### src/hw/rtl/ftms_pkg.sv
// Shared types, widths and helpers for the four-track minimum-spread selector.
package ftms_pkg;

  localparam int VAL_W      = 20;              // distance value width
  localparam int CHG_W      = 2;               // charge width, two's complement
  localparam int WORD_W     = VAL_W + CHG_W;   // stored track word {charge, value}
  localparam int STAT_W     = 2;
  localparam int OIDX_W     = 3;               // reported index width
  localparam int GROUP      = 4;               // tracks per subset
  localparam int KW         = $clog2(GROUP);
  localparam int SQ_W       = 2 * VAL_W;       // one squared value
  localparam int SUM_W      = VAL_W + 2;       // sum of four values
  localparam int SPREAD_W   = 46;
  localparam int CS_W       = 4;               // sum of four charges
  localparam int NUM_BANKS  = 2;               // event buffers in the track RAM
  localparam int BUSY_W     = $clog2(NUM_BANKS + 1);
  localparam int JOBQ_DEPTH = 2;

  typedef enum logic [STAT_W-1:0] {
    ST_FOUND     = 2'd0,
    ST_NO_SUBSET = 2'd1,
    ST_TOO_FEW   = 2'd2
  } status_e;

  function automatic logic signed [CS_W-1:0] chg_ext(input logic [CHG_W-1:0] c);
    return {{(CS_W - CHG_W){c[CHG_W-1]}}, c};
  endfunction

endpackage

### src/hw/rtl/ftms_ram.sv
// Generic RAM: one write port, two read ports with registered read data.
module ftms_ram #(
  parameter int WIDTH = 22,
  parameter int DEPTH = 16,
  localparam int AW = $clog2(DEPTH)
) (
  input  logic             clk_i,
  input  logic             we_i,
  input  logic [AW-1:0]    waddr_i,
  input  logic [WIDTH-1:0] wdata_i,
  input  logic [AW-1:0]    raddr0_i,
  input  logic [AW-1:0]    raddr1_i,
  output logic [WIDTH-1:0] rdata0_o,
  output logic [WIDTH-1:0] rdata1_o
);

  logic [WIDTH-1:0] mem_q [DEPTH];

  always_ff @(posedge clk_i) begin
    if (we_i) begin
      mem_q[waddr_i] <= wdata_i;
    end
    rdata0_o <= mem_q[raddr0_i];
    rdata1_o <= mem_q[raddr1_i];
  end

endmodule

### src/hw/rtl/ftms_front.sv
// Load side: accept tracks, write them to the current bank, queue a search job.
module ftms_front import ftms_pkg::*; #(
  parameter int MAX_TRACKS = 8,
  localparam int IW = $clog2(MAX_TRACKS),
  localparam int CW = $clog2(MAX_TRACKS + 1)
) (
  input  logic              clk_i,
  input  logic              rst_ni,
  input  logic              in_valid_i,
  output logic              in_ready_o,
  input  logic [VAL_W-1:0]  distance_value_i,
  input  logic [CHG_W-1:0]  track_charge_i,
  input  logic              last_track_i,
  input  logic              q_full_i,
  input  logic              bank_free_i,
  output logic              wr_en_o,
  output logic [IW:0]       wr_addr_o,
  output logic [WORD_W-1:0] wr_data_o,
  output logic              push_o,
  output logic              push_bank_o,
  output logic [CW-1:0]     push_count_o
);

  logic [CW-1:0]     count_q;
  logic              bank_q;
  logic [BUSY_W-1:0] busy_q, busy_d;
  logic              accept, has_room;
  logic [CW-1:0]     count_new;

  assign in_ready_o = (busy_q != BUSY_W'(NUM_BANKS)) && !q_full_i;
  assign accept     = in_valid_i && in_ready_o;
  assign has_room   = count_q < CW'(MAX_TRACKS);
  assign count_new  = has_room ? count_q + CW'(1) : count_q;

  // drop the word once the bank is full, but still honor its last mark
  assign wr_en_o   = accept && has_room;
  assign wr_addr_o = {bank_q, count_q[IW-1:0]};
  assign wr_data_o = {track_charge_i, distance_value_i};

  assign push_o       = accept && last_track_i;
  assign push_bank_o  = bank_q;
  assign push_count_o = count_new;

  always_comb begin
    busy_d = busy_q;
    if (push_o && !bank_free_i) begin
      busy_d = busy_q + BUSY_W'(1);
    end else if (!push_o && bank_free_i) begin
      busy_d = busy_q - BUSY_W'(1);
    end
  end

  always_ff @(posedge clk_i or negedge rst_ni) begin
    if (!rst_ni) begin
      count_q <= '0;
      bank_q  <= 1'b0;
      busy_q  <= '0;
    end else begin
      busy_q <= busy_d;
      if (push_o) begin
        count_q <= '0;
        bank_q  <= !bank_q;
      end else if (accept) begin
        count_q <= count_new;
      end
    end
  end

endmodule

### src/hw/rtl/ftms_jobq.sv
// Two-entry job queue between load side and search side.
module ftms_jobq import ftms_pkg::*; #(
  parameter int CW = 4
) (
  input  logic          clk_i,
  input  logic          rst_ni,
  input  logic          push_i,
  input  logic          push_bank_i,
  input  logic [CW-1:0] push_count_i,
  input  logic          pop_i,
  output logic          valid_o,
  output logic          full_o,
  output logic          head_bank_o,
  output logic [CW-1:0] head_count_o
);

  localparam int PW = $clog2(JOBQ_DEPTH);
  localparam int NW = $clog2(JOBQ_DEPTH + 1);

  logic          bank_q  [JOBQ_DEPTH];
  logic [CW-1:0] count_q [JOBQ_DEPTH];
  logic [PW-1:0] wptr_q, rptr_q;
  logic [NW-1:0] fill_q;

  assign valid_o      = fill_q != '0;
  assign full_o       = fill_q == NW'(JOBQ_DEPTH);
  assign head_bank_o  = bank_q[rptr_q];
  assign head_count_o = count_q[rptr_q];

  always_ff @(posedge clk_i) begin
    if (push_i) begin
      bank_q[wptr_q]  <= push_bank_i;
      count_q[wptr_q] <= push_count_i;
    end
  end

  always_ff @(posedge clk_i or negedge rst_ni) begin
    if (!rst_ni) begin
      wptr_q <= '0;
      rptr_q <= '0;
      fill_q <= '0;
    end else begin
      if (push_i) begin
        wptr_q <= wptr_q + PW'(1);
      end
      if (pop_i) begin
        rptr_q <= rptr_q + PW'(1);
      end
      if (push_i && !pop_i) begin
        fill_q <= fill_q + NW'(1);
      end else if (!push_i && pop_i) begin
        fill_q <= fill_q - NW'(1);
      end
    end
  end

endmodule

### src/hw/rtl/ftms_back.sv
// Search side: walk all four-track subsets, keep the best, emit the results.
module ftms_back import ftms_pkg::*; #(
  parameter int MAX_TRACKS = 8,
  localparam int IW = $clog2(MAX_TRACKS),
  localparam int CW = $clog2(MAX_TRACKS + 1)
) (
  input  logic              clk_i,
  input  logic              rst_ni,
  input  logic              job_valid_i,
  input  logic              job_bank_i,
  input  logic [CW-1:0]     job_count_i,
  output logic              pop_o,
  output logic              bank_free_o,
  output logic [IW:0]       raddr0_o,
  output logic [IW:0]       raddr1_o,
  input  logic [WORD_W-1:0] rdata0_i,
  input  logic [WORD_W-1:0] rdata1_i,
  output logic              out_valid_o,
  input  logic              out_ready_i,
  output logic [STAT_W-1:0] status_o,
  output logic [OIDX_W-1:0] track_index_o,
  output logic [VAL_W-1:0]  chosen_value_o,
  output logic              last_result_o
);

  typedef enum logic [3:0] {
    S_IDLE   = 4'b0001,
    S_SEARCH = 4'b0010,
    S_DRAIN  = 4'b0100,
    S_EMIT   = 4'b1000
  } state_e;

  localparam int XW = CW + 1;

  state_e        state_q, state_d;
  logic [CW-1:0] n_q;
  logic          bank_q, half_q;
  logic [IW-1:0] ia_q, ib_q, ic_q, id_q;
  status_e       status_q;
  logic [KW-1:0] k_q;

  logic                found_q;
  logic [SPREAD_W-1:0] best_spread_q;
  logic [IW-1:0]       best_idx_q [GROUP];
  logic [VAL_W-1:0]    best_val_q [GROUP];

  // pipeline: R (RAM read) -> A (square) -> B (four-way sum) -> C (square of sum)
  //           -> D (spread) -> best compare
  logic                   r_vld_q, r_half_q;
  logic [IW-1:0]          r_idx_q [GROUP];
  logic                   a_vld_q, a_half_q;
  logic [SQ_W-1:0]        a_sq_q  [2];
  logic [VAL_W-1:0]       a_val_q [2];
  logic [CHG_W-1:0]       a_chg_q [2];
  logic [IW-1:0]          a_idx_q [GROUP];
  logic [SQ_W:0]          p_sq_q;
  logic [VAL_W:0]         p_sum_q;
  logic signed [CS_W-1:0] p_chg_q;
  logic [VAL_W-1:0]       p_val_q [2];
  logic                   b_vld_q, b_ok_q;
  logic [SQ_W+1:0]        b_sq_q;
  logic [SUM_W-1:0]       b_sum_q;
  logic [VAL_W-1:0]       b_val_q [GROUP];
  logic [IW-1:0]          b_idx_q [GROUP];
  logic                   c_vld_q;
  logic [2*SUM_W-1:0]     c_ss_q;
  logic [SQ_W+3:0]        c_sq4_q;
  logic [VAL_W-1:0]       c_val_q [GROUP];
  logic [IW-1:0]          c_idx_q [GROUP];
  logic                   d_vld_q;
  logic [SPREAD_W-1:0]    d_spread_q;
  logic [VAL_W-1:0]       d_val_q [GROUP];
  logic [IW-1:0]          d_idx_q [GROUP];

  logic                   out_vld_q;
  logic [STAT_W-1:0]      out_status_q;
  logic [OIDX_W-1:0]      out_idx_q;
  logic [VAL_W-1:0]       out_val_q;
  logic                   out_last_q;

  logic too_few, d_more, c_more, b_more, a_more, last_combo;
  logic pipe_empty, ld, emit_last, upd;
  logic [VAL_W-1:0] rv0, rv1;
  logic [CHG_W-1:0] rc0, rc1;

  assign rv0 = rdata0_i[VAL_W-1:0];
  assign rv1 = rdata1_i[VAL_W-1:0];
  assign rc0 = rdata0_i[WORD_W-1:VAL_W];
  assign rc1 = rdata1_i[WORD_W-1:VAL_W];

  assign too_few = job_count_i < CW'(GROUP);

  // lexicographic successor of (a, b, c, d)
  assign d_more = (XW'(id_q) + XW'(1)) < XW'(n_q);
  assign c_more = (XW'(ic_q) + XW'(2)) < XW'(n_q);
  assign b_more = (XW'(ib_q) + XW'(3)) < XW'(n_q);
  assign a_more = (XW'(ia_q) + XW'(4)) < XW'(n_q);
  assign last_combo = !(d_more || c_more || b_more || a_more);

  assign raddr0_o = {bank_q, half_q ? ic_q : ia_q};
  assign raddr1_o = {bank_q, half_q ? id_q : ib_q};

  assign pipe_empty = !(r_vld_q || a_vld_q || b_vld_q || c_vld_q || d_vld_q);
  assign ld         = !out_vld_q || out_ready_i;
  assign emit_last  = (status_q != ST_FOUND) || (k_q == KW'(GROUP - 1));
  assign upd        = d_vld_q && (!found_q || (d_spread_q < best_spread_q));

  assign pop_o       = (state_q == S_IDLE) && job_valid_i;
  assign bank_free_o = (pop_o && too_few) || ((state_q == S_DRAIN) && pipe_empty);

  always_comb begin
    state_d = state_q;
    unique case (state_q)
      S_IDLE: begin
        if (job_valid_i) begin
          state_d = too_few ? S_EMIT : S_SEARCH;
        end
      end
      S_SEARCH: begin
        if (half_q && last_combo) begin
          state_d = S_DRAIN;
        end
      end
      S_DRAIN: begin
        if (pipe_empty) begin
          state_d = S_EMIT;
        end
      end
      S_EMIT: begin
        if (ld && emit_last) begin
          state_d = S_IDLE;
        end
      end
      default: state_d = S_IDLE;
    endcase
  end

  always_ff @(posedge clk_i or negedge rst_ni) begin
    if (!rst_ni) begin
      state_q       <= S_IDLE;
      n_q           <= '0;
      bank_q        <= 1'b0;
      half_q        <= 1'b0;
      ia_q          <= '0;
      ib_q          <= '0;
      ic_q          <= '0;
      id_q          <= '0;
      status_q      <= ST_FOUND;
      k_q           <= '0;
      found_q       <= 1'b0;
      best_spread_q <= '1;
      r_vld_q       <= 1'b0;
      r_half_q      <= 1'b0;
      a_vld_q       <= 1'b0;
      a_half_q      <= 1'b0;
      b_vld_q       <= 1'b0;
      c_vld_q       <= 1'b0;
      d_vld_q       <= 1'b0;
      out_vld_q     <= 1'b0;
    end else begin
      state_q  <= state_d;
      r_vld_q  <= state_q == S_SEARCH;
      r_half_q <= half_q;
      a_vld_q  <= r_vld_q;
      a_half_q <= r_half_q;
      b_vld_q  <= a_vld_q && a_half_q;
      c_vld_q  <= b_vld_q && b_ok_q;
      d_vld_q  <= c_vld_q;
      if (upd) begin
        found_q       <= 1'b1;
        best_spread_q <= d_spread_q;
      end
      unique case (state_q)
        S_IDLE: begin
          if (job_valid_i) begin
            n_q           <= job_count_i;
            bank_q        <= job_bank_i;
            ia_q          <= IW'(0);
            ib_q          <= IW'(1);
            ic_q          <= IW'(2);
            id_q          <= IW'(3);
            half_q        <= 1'b0;
            k_q           <= '0;
            found_q       <= 1'b0;
            best_spread_q <= '1;
            status_q      <= too_few ? ST_TOO_FEW : ST_FOUND;
          end
        end
        S_SEARCH: begin
          half_q <= !half_q;
          if (half_q) begin
            if (d_more) begin
              id_q <= id_q + IW'(1);
            end else if (c_more) begin
              ic_q <= ic_q + IW'(1);
              id_q <= ic_q + IW'(2);
            end else if (b_more) begin
              ib_q <= ib_q + IW'(1);
              ic_q <= ib_q + IW'(2);
              id_q <= ib_q + IW'(3);
            end else if (a_more) begin
              ia_q <= ia_q + IW'(1);
              ib_q <= ia_q + IW'(2);
              ic_q <= ia_q + IW'(3);
              id_q <= ia_q + IW'(4);
            end
          end
        end
        S_DRAIN: begin
          if (pipe_empty) begin
            status_q <= found_q ? ST_FOUND : ST_NO_SUBSET;
          end
        end
        S_EMIT: begin
          if (ld) begin
            k_q <= k_q + KW'(1);
          end
        end
        default: ;
      endcase
      if (ld) begin
        out_vld_q <= state_q == S_EMIT;
      end
    end
  end

  // datapath, no reset
  always_ff @(posedge clk_i) begin
    // R: indices that go with this read
    r_idx_q[0] <= ia_q;
    r_idx_q[1] <= ib_q;
    r_idx_q[2] <= ic_q;
    r_idx_q[3] <= id_q;
    // A: square both words
    a_sq_q[0]  <= SQ_W'(rv0) * SQ_W'(rv0);
    a_sq_q[1]  <= SQ_W'(rv1) * SQ_W'(rv1);
    a_val_q[0] <= rv0;
    a_val_q[1] <= rv1;
    a_chg_q[0] <= rc0;
    a_chg_q[1] <= rc1;
    a_idx_q    <= r_idx_q;
    // B: hold the first pair, fold in the second
    if (a_vld_q && !a_half_q) begin
      p_sq_q     <= (SQ_W + 1)'(a_sq_q[0]) + (SQ_W + 1)'(a_sq_q[1]);
      p_sum_q    <= (VAL_W + 1)'(a_val_q[0]) + (VAL_W + 1)'(a_val_q[1]);
      p_chg_q    <= chg_ext(a_chg_q[0]) + chg_ext(a_chg_q[1]);
      p_val_q[0] <= a_val_q[0];
      p_val_q[1] <= a_val_q[1];
    end
    b_sq_q     <= (SQ_W + 2)'(p_sq_q) + (SQ_W + 2)'(a_sq_q[0]) + (SQ_W + 2)'(a_sq_q[1]);
    b_sum_q    <= SUM_W'(p_sum_q) + SUM_W'(a_val_q[0]) + SUM_W'(a_val_q[1]);
    b_ok_q     <= (p_chg_q + chg_ext(a_chg_q[0]) + chg_ext(a_chg_q[1])) == '0;
    b_val_q[0] <= p_val_q[0];
    b_val_q[1] <= p_val_q[1];
    b_val_q[2] <= a_val_q[0];
    b_val_q[3] <= a_val_q[1];
    b_idx_q    <= a_idx_q;
    // C: square of the sum, four times the sum of squares
    c_ss_q  <= (2 * SUM_W)'(b_sum_q) * (2 * SUM_W)'(b_sum_q);
    c_sq4_q <= {b_sq_q, 2'b00};
    c_val_q <= b_val_q;
    c_idx_q <= b_idx_q;
    // D: spread
    d_spread_q <= SPREAD_W'(c_sq4_q) - SPREAD_W'(c_ss_q);
    d_val_q    <= c_val_q;
    d_idx_q    <= c_idx_q;
    // keep the best subset
    if (upd) begin
      best_idx_q <= d_idx_q;
      best_val_q <= d_val_q;
    end
    // output word
    if (ld && (state_q == S_EMIT)) begin
      out_status_q <= status_q;
      out_last_q   <= emit_last;
      if (status_q == ST_FOUND) begin
        out_idx_q <= OIDX_W'(best_idx_q[k_q]);
        out_val_q <= best_val_q[k_q];
      end else begin
        out_idx_q <= '0;
        out_val_q <= '0;
      end
    end
  end

  assign out_valid_o    = out_vld_q;
  assign status_o       = out_status_q;
  assign track_index_o  = out_idx_q;
  assign chosen_value_o = out_val_q;
  assign last_result_o  = out_last_q;

endmodule

### src/hw/rtl/four_track_min_spread_select_top.sv
// Top level of the four-track minimum-spread selector.
//
// Tracks arrive one word per cycle on the input channel and go into one of two
// banks of a small track RAM; the word marked last_track closes the event and
// queues a search job, and the next event may load into the other bank while
// that search runs (loading stalls only while both banks hold events not yet
// searched). Up to MAX_TRACKS tracks are kept per event; further tracks are
// dropped, but their last mark still closes the event. The search visits every
// four-track subset in lexicographic order, reading each subset as two pairs of
// tracks, one RAM read of two tracks per cycle on the RAM's two read ports, and
// then drains the arithmetic pipeline. Results then leave through an output
// register at up to one word per cycle, as out_ready allows: four words
// (status 0, ascending index, last_result on the fourth) for the zero-charge
// subset with the smallest 4*sum(x^2)-(sum x)^2, earliest subset on a tie, or
// one status word (1 no zero-charge subset, 2 fewer than four tracks). The
// throughput for a full eight-track event is set by the two-port track RAM.
module four_track_min_spread_select_top import ftms_pkg::*; #(
  parameter int MAX_TRACKS = 8
) (
  input  logic                    clk_i,
  input  logic                    rst_ni,
  input  logic                    in_valid_i,
  output logic                    in_ready_o,
  input  logic [VAL_W-1:0]        distance_value_i,
  input  logic signed [CHG_W-1:0] track_charge_i,
  input  logic                    last_track_i,
  output logic                    out_valid_o,
  input  logic                    out_ready_i,
  output logic [STAT_W-1:0]       status_o,
  output logic [OIDX_W-1:0]       track_index_o,
  output logic [VAL_W-1:0]        chosen_value_o,
  output logic                    last_result_o
);

  localparam int IW        = $clog2(MAX_TRACKS);
  localparam int CW        = $clog2(MAX_TRACKS + 1);
  localparam int RAM_DEPTH = NUM_BANKS << IW;

  // load side -> RAM
  logic              wr_en;
  logic [IW:0]       wr_addr;
  logic [WORD_W-1:0] wr_data;
  // load side -> job queue -> search side
  logic              push, push_bank, q_full;
  logic [CW-1:0]     push_count;
  logic              job_valid, job_bank, pop, bank_free;
  logic [CW-1:0]     job_count;
  // search side <-> RAM
  logic [IW:0]       raddr0, raddr1;
  logic [WORD_W-1:0] rdata0, rdata1;

  ftms_front #(.MAX_TRACKS(MAX_TRACKS)) u_front (
    .clk_i,
    .rst_ni,
    .in_valid_i,
    .in_ready_o,
    .distance_value_i,
    .track_charge_i   (track_charge_i),
    .last_track_i,
    .q_full_i         (q_full),
    .bank_free_i      (bank_free),
    .wr_en_o          (wr_en),
    .wr_addr_o        (wr_addr),
    .wr_data_o        (wr_data),
    .push_o           (push),
    .push_bank_o      (push_bank),
    .push_count_o     (push_count)
  );

  ftms_ram #(.WIDTH(WORD_W), .DEPTH(RAM_DEPTH)) u_ram (
    .clk_i,
    .we_i     (wr_en),
    .waddr_i  (wr_addr),
    .wdata_i  (wr_data),
    .raddr0_i (raddr0),
    .raddr1_i (raddr1),
    .rdata0_o (rdata0),
    .rdata1_o (rdata1)
  );

  ftms_jobq #(.CW(CW)) u_jobq (
    .clk_i,
    .rst_ni,
    .push_i       (push),
    .push_bank_i  (push_bank),
    .push_count_i (push_count),
    .pop_i        (pop),
    .valid_o      (job_valid),
    .full_o       (q_full),
    .head_bank_o  (job_bank),
    .head_count_o (job_count)
  );

  ftms_back #(.MAX_TRACKS(MAX_TRACKS)) u_back (
    .clk_i,
    .rst_ni,
    .job_valid_i    (job_valid),
    .job_bank_i     (job_bank),
    .job_count_i    (job_count),
    .pop_o          (pop),
    .bank_free_o    (bank_free),
    .raddr0_o       (raddr0),
    .raddr1_o       (raddr1),
    .rdata0_i       (rdata0),
    .rdata1_i       (rdata1),
    .out_valid_o,
    .out_ready_i,
    .status_o,
    .track_index_o,
    .chosen_value_o,
    .last_result_o
  );

  // never queue a job on top of a full queue
  a_push_room: assert property (@(posedge clk_i) disable iff (!rst_ni)
    push |-> !q_full)
    else $error("job pushed into full queue");

  // a status-only word always closes its event
  a_status_last: assert property (@(posedge clk_i) disable iff (!rst_ni)
    (out_valid_o && (status_o != ST_FOUND)) |-> last_result_o)
    else $error("status word without last_result");

  // the four words of a found subset follow without a gap
  a_found_burst: assert property (@(posedge clk_i) disable iff (!rst_ni)
    (out_valid_o && out_ready_i && (status_o == ST_FOUND) && !last_result_o)
      |=> out_valid_o)
    else $error("gap inside a found-subset burst");

endmodule
### config.mk
export PLATFORM = sky130hd
export DESIGN_NAME = four_track_min_spread_select_top
export DESIGN_NICKNAME = d
export VERILOG_FILES = /design/src/hw/rtl/ftms_pkg.sv /design/src/hw/rtl/ftms_ram.sv /design/src/hw/rtl/ftms_front.sv /design/src/hw/rtl/ftms_jobq.sv /design/src/hw/rtl/ftms_back.sv /design/src/hw/rtl/four_track_min_spread_select_top.sv
export SDC_FILE = /design/constraint.sdc
export NUM_CORES = 2
export LEC_CHECK = 0
export BUFFER_PORTS_ARGS = -buffer_cell sky130_fd_sc_hd__buf_2
export CAP_MARGIN = 40
export CORE_ASPECT_RATIO = 0.7
export CORE_MARGIN = 8
export CORE_UTILIZATION = 50
export DETAILED_ROUTE_END_ITERATION = 16
export PLACE_DENSITY = 0.65
export SYNTH_ARGS = -nofsm -noshare
export SYNTH_HDL_FRONTEND = slang
export SYNTH_SLANG_ARGS = --single-unit
### constraint.sdc
create_clock -name clk_i -period 7.69 [get_ports clk_i]
set_input_delay 1.9225 -clock clk_i [delete_from_list [all_inputs] [get_ports clk_i]]
set_output_delay 1.9225 -clock clk_i [all_outputs]
set_load 0.1 [all_outputs]
Yosys cells after proc, flatten, opt, wreduce, memory -nomap -nowiden
Memories as Yosys holds them, arrays and structs flattened. A register that Yosys moved wholly into a read port is not among the register bits.
Index checks and enable logic that the tools add are counted.
{ "totals": {"register_bits": 732, "in_bits": 27, "word_cells": 278, "out_inout_bits": 28, "mem_count": 7, "mem_bits_rw": 526} }
{ "op_classes": {"n_bitwise": 1, "reduce_logical": 60, "eq_ne": 20, "muxes": 71, "n_lt_le_gt_ge": 8, "multipliers": 3, "addsub": 32} }
{ "mem_list": {"columns": ["memory", "words", "word_bits", "rd", "rd_clocked_by_memory_dff", "wr", "line", "rtl"], "rows": [
  ["u_ram.mem_q", 16, 22, 2, 2, 1, "ftms_ram.sv:17", "logic [WIDTH-1:0] mem_q [DEPTH];"],
  ["u_back.a_sq_q", 2, 40, 2, 0, 2, "ftms_back.sv:52", "logic [SQ_W-1:0] a_sq_q [2];"],
  ["u_back.a_val_q", 2, 20, 2, 0, 2, "ftms_back.sv:53", "logic [VAL_W-1:0] a_val_q [2];"],
  ["u_back.p_val_q", 2, 20, 2, 2, 2, "ftms_back.sv:59", "logic [VAL_W-1:0] p_val_q [2];"],
  ["u_jobq.count_q", 2, 4, 1, 0, 1, "ftms_jobq.sv:21", "logic [CW-1:0] count_q [JOBQ_DEPTH];"],
  ["u_back.a_chg_q", 2, 2, 2, 0, 2, "ftms_back.sv:54", "logic [CHG_W-1:0] a_chg_q [2];"],
  ["+1 memories", null, null, null, null, null, null, null]
]} }
{ "op_table": {"columns": ["cell", "count"], "rows": [
  ["2-to-1 mux 46 bit", 3],
  ["2-to-1 mux 3 bit", 28],
  ["multiplier 20 x 20 -> 40 bit", 2],
  ["less-than comparator 46 bit", 1],
  ["subtractor 44 x 44 -> 45 bit", 1],
  ["multiplier 22 x 22 -> 44 bit", 1],
  ["adder 41 x 40 -> 42 bit", 1],
  ["adder 42 x 40 -> 42 bit", 1],
  ["adder 40 x 40 -> 41 bit", 1],
  ["binary-select mux 20 bit (select 2 bit)", 1],
  ["2-to-1 mux 20 bit", 2],
  ["2-to-1 mux 4 bit", 8],
  ["one-hot mux 3 bit (2 select lines)", 4],
  ["adder 21 x 20 -> 22 bit", 1],
  ["adder 22 x 20 -> 22 bit", 1],
  ["adder 20 x 20 -> 21 bit", 1],
  ["less-than comparator 5 x 4 -> 1 bit", 4],
  ["logical AND 1 bit", 18],
  ["2-to-1 mux 2 bit", 9],
  ["one-hot mux 4 bit (4 select lines)", 1],
  ["nonzero test 2 bit", 8],
  ["adder 3 x 2 -> 3 bit (second input constant)", 5],
  ["adder 3 x 1 -> 3 bit (second input constant)", 4],
  ["zero test 1 bit", 12],
  ["37 further kinds", 77]
]} }

Longest topological paths before layout
{ "logic_depth": {"ltp_word": 10, "depth_mapped": 29, "ltp_nobuf": 27} }

Hierarchy
From an unflattened synthesis, not the netlist that was laid out.
{ "hier_totals": {"hier_cells": 7460, "hier_area_um2": 87884.3} }
{ "by_module_without_submodules": {"columns": ["mod", "area_each_um2", "seq_area_each_um2", "n_inst", "cells_per_inst"], "rows": [
  ["ftms_back", 69743.1, 21003.9, 1, 6570],
  ["ftms_ram", 16963.8, 11451.0, 1, 791],
  ["ftms_front", 624.3, 175.2, 1, 67],
  ["ftms_jobq", 553.0, 400.4, 1, 32]
]} }

Worst setup path before layout
No wires, ideal clock.
{ "synth_path": {"kind": "register to register", "from": "reg u_ram.rdata0_o[8], read port of u_ram.mem_q", "to": "mem u_back.a_sq_q[0][39] in the netlist's numbering", "required_ns": 7.618, "setup_time_ns": 0.072, "slack_ns": 0.627, "stages_incl_launch_ff": 29, "period_less_slack_ns": 7.063, "t_arrival_ns": 6.991, "n_path_buf": 2, "path_cell_list": "dfxtp_1 > clkbuf_1 > clkbuf_1 > nand2_1 > fa_1 > inv_1 > fa_1 > inv_1 > fa_1 > inv_1 > fa_1 > inv_1 > fa_1 > inv_1 > fa_1 > inv_1 > fa_1 > inv_1 > ha_1 > a2111o_1 > nor2_1 > o211ai_1 > nand3_1 > a21oi_1 > o221ai_1 > o21ai_1 > a221o_1 > a21oi_1 > xnor2_1"} }
{ "synth_rtl": {"columns": ["element", "line", "rtl"], "rows": [
  ["from (decl)", "ftms_ram.sv:13", "output logic [WIDTH-1:0] rdata0_o,"],
  ["to (decl)", "ftms_back.sv:52", null]
]} }

==> qor.csv <==
stage,metric,value,unit
run_status,status,completed,
clocking,root buffer selected by CTS,clkbuf_16,
grt,global route overflow,0,
floorplanning,num rows,128,
routing,routed length per instance,21.4,um
run,MaxCap Viol Count,0,
sta,Achievable Freq,0.134,GHz
synth,Netlist cell types,94,
floorplanning,die area,189000,sq um
synth,Post-synth ARST share,0.0691,
min_path,Hold Path Class,reg2reg,
placement,Final HPWL DP,162000,um
floorplanning,initial core utilization,0.503,
synth,syn_nets,8962,
sta,Pins Over Slew Limit,0,
sta,final worst path period share,0.967,
floorplanning,core box area,174000,sq um
layout,ratio of cells with drive above 1 in the final layout,0.105,
routing,Initial DRC Count,4265,
grt,initial antenna violation count,8,
synth,Syn. warnings,0,
setup_path,CP Capture Type,register,
clocking,hold buffers post-CTS,0,
clocking,Worst-path clk slew,70,ps
routing,final WL,211000,um
synth,Post-synth top flop,dfxtp_1,
layout,Layout Nets,9065,
setup_path,Worst EP arrival,8000,ps
grt,wire length of the first global-routing pass,329000,um
sta,endpoints failing setup,0,
floorplanning,die height,366,um
layout,Fillers,14600,
clocking,TritonCTS clock tree,done,
sta,worst rel slew slack,0.384,
sta,worst-margin pin slew,924,ps
sta,Worst Skew,106,ps
setup_path,CP startpoint kind,register,
clocking,CTS Buf Count,114,
floorplanning,Die X,516,um
synth,"Seq/Total Area, Yosys",0.377,
setup_path,crit-path cells,and2_1 -> fa_1 -> fa_1 -> inv_1 -> fa_1 -> inv_1 -> fa_1 -> fa_1 -> fa_1 -> fa_1 -> ha_1 -> a21o_1 -> a21oi_2 -> o21ai_2 -> a2111oi_4 -> a21oi_2 -> a221oi_4 -> o21bai_2 -> a311oi_2 -> o21ai_1 -> xor2_1,
sta,fin crit period,7440,ps
setup_path,crit path kind,reg2reg,
synth,post-synthesis cell count,7281,
setup_path,"delay-heaviest family, CP",adder cells,
sta,RSZ-0062 raised after global routing,no,
setup_path,crit-path max FO,12,
routing,DR vias,53400,
routing,DR pass1 iterations,6,
grt,largest net degree at the start of global routing,109,
clocking,postcts setup bufs,0,
setup_path,CP required,8250,ps
routing,drc violations,0,
placement,Port Buffer Count,54,
layout,area delta synth->final,9.03,%
grt,Total Routing Usage GR,0.224,
grt,vias in the first global route,55400,
routing,max layer used,met5,
routing,Met1 Wirelength,98100,um
clocking,CTS Sinks,1332,
sta,"Hold Vio Cnt, Final",0,
routing,met3 routed wirelength,18200,um
synth,"EDFF count, synth",584,
clocking,Clock Path Buffers,3,
placement,Final GP Congestion,0.906,
synth,cell area after synthesis,87600,sq um
routing,met2 wire length,89900,um
floorplanning,IO Count,55,
clocking,number of H-tree levels,3,
setup_path,crit path max-delay cell type,dfxtp_1,
clocking,"Clk Latency, worst-skew pair",770,ps
routing,vias per cell,5.43,
routing,"antenna viol nets, final",0,
setup_path,Worst path most repeated cell,fa_1,
clocking,"Gates resized, CTS repair",1,
synth,syn_area_per_cell,12.0,sq um
setup_path,CP bufs+invs,2,
sta,TNS Setup,0,ps
synth,synthesized flop and latch total,1332,
setup_path,max incr delay on CP,730,ps
==> path summary, 6_finish.rpt <==
kind                               startpoint                        to  slack [ps]  cells after the start
max in group asynchronous              rst_ni  u_back.best_spread_q[22]        5400                      2
max                        u_ram.rdata0_o[12]      u_back.a_sq_q[0][38]         250                     21
min reg2reg                u_back.b_val_q[54]        u_back.c_val_q[54]         270                      0
max reg2reg                u_ram.rdata0_o[12]      u_back.a_sq_q[0][38]         250                     21
min                        u_back.b_val_q[54]        u_back.c_val_q[54]         270                      0
min in group asynchronous              rst_ni        u_back.status_q[1]        1140                      1
==> stage by stage <==
stage	instance area, sq um	util	instances	hold slack [ps]	setup WS [ps]
after floorplan	87600	-	7281	310	627
after global placement	91300	0.525	9603	310	146
after detailed placement	91400	0.525	9608	312	131
after CTS	95400	0.549	9824	275	50.7
after global routing	95500	0.549	9826	283	22.0
final	95500	0.549	9831	274	254
==> cell type report <==
cell class / count / area (sq um) / area share
Sequential cell: 1332 / 33100 / 0.346
Clock buffer: 155 / 3320 / 0.0347
Tap cell: 2340 / 2930 / 0.0307
Timing Repair Buffer: 203 / 1570 / 0.0165
Clock inverter: 61 / 729 / 0.00764
Inverter: 1316 / 4940 / 0.0517
Antenna cell: 7 / 17.5 / 0.000183
Multi-Input combinational cell: 4417 / 48900 / 0.512
==> worst register-to-register path: cells and delay by family (launching register included) <==
family / cells / cell delay [ps]
buffers and inverters: 2 / 110
AO/OA/AOI/OAI: 9 / 2190
AND/OR/NAND/NOR: 1 / 250
flip-flops: 1 / 730
adder cells (fa/ha/maj): 8 / 3800
XOR/XNOR: 1 / 150
==> registers in the layout, summed over array words and instances (netlist names), 42 cells and up <==
register / flops
u_ram.mem_q: 352
u_back.b_val_q: 80
u_back.best_val_q: 80
u_back.c_val_q: 80
u_back.d_val_q: 80
u_back.a_sq_q: 78
u_back.best_spread_q: 46
u_back.d_spread_q: 44
u_back.c_ss_q: 43
u_back.b_sq_q: 42
==> layer usage <==
metal / global-route usage / up-vias
li1: - / 24400
met1: 0.340 / 27000
met2: 0.326 / 1694
met3: 0.0561 / 253
met4: 0.0482 / 4
met5: 0 / -
==> cell families after synthesis <==
logic type / count (synthesis) / share of synthesized area
muxes: 267 / 0.0653
adders and majority gates: 1655 / 0.320
other: 2 / 0.0000858
and+or+nand+nor: 1290 / 0.0721
DFF: 1332 / 0.377
xor gates and xnor gates: 298 / 0.0298
buffers and inverters: 1532 / 0.0660
AOI/OAI and AO/OA: 905 / 0.0698
==> synth_stat cells (all sizes together), types with 36 or more instances <==
| library cell | n | share of area |
|---|---|---|
| xnor2 | 197 | 0.020 |
| o21ai | 132 | 0.0078 |
| nor3 | 45 | 0.0026 |
| o211ai | 112 | 0.0097 |
| a21o | 163 | 0.014 |
| nand4 | 42 | 0.0030 |
| o21a | 36 | 0.0031 |
| nand3 | 47 | 0.0027 |
| nor2b | 75 | 0.0054 |
| nor2 | 207 | 0.0089 |
| nand2b | 48 | 0.0034 |
| dfrtp | 45 | 0.013 |
| dfxtp | 656 | 0.15 |
| nand2 | 476 | 0.020 |
| clkbuf | 183 | 0.0078 |
| ha | 684 | 0.098 |
| and2 | 256 | 0.018 |
| a21oi | 256 | 0.015 |
| edfxtp | 584 | 0.20 |
| dfstp | 47 | 0.014 |
| xor2 | 101 | 0.010 |
| inv | 1316 | 0.056 |
| fa | 970 | 0.22 |
| mux4 | 243 | 0.063 |
==> cells in the final DEF (no fill, tap or decap), drive strengths merged, types with 36 or more instances in the layout <==
cell	instances
a21o	163
a21oi	256
and2	256
buf	203
clkbuf	155
dfrtp	45
dfstp	47
dfxtp	656
edfxtp	584
fa	970
ha	684
inv	1329
mux4	243
nand2	476
nand2b	48
nand3	47
nand4	42
nor2	207
nor2b	75
nor3	45
o211ai	112
o21a	36
o21ai	132
xnor2	197
xor2	101
Power is left out: the tool's default activity adds up to more than one toggle a clock period on the data nets, which glitch-free logic cannot reach.
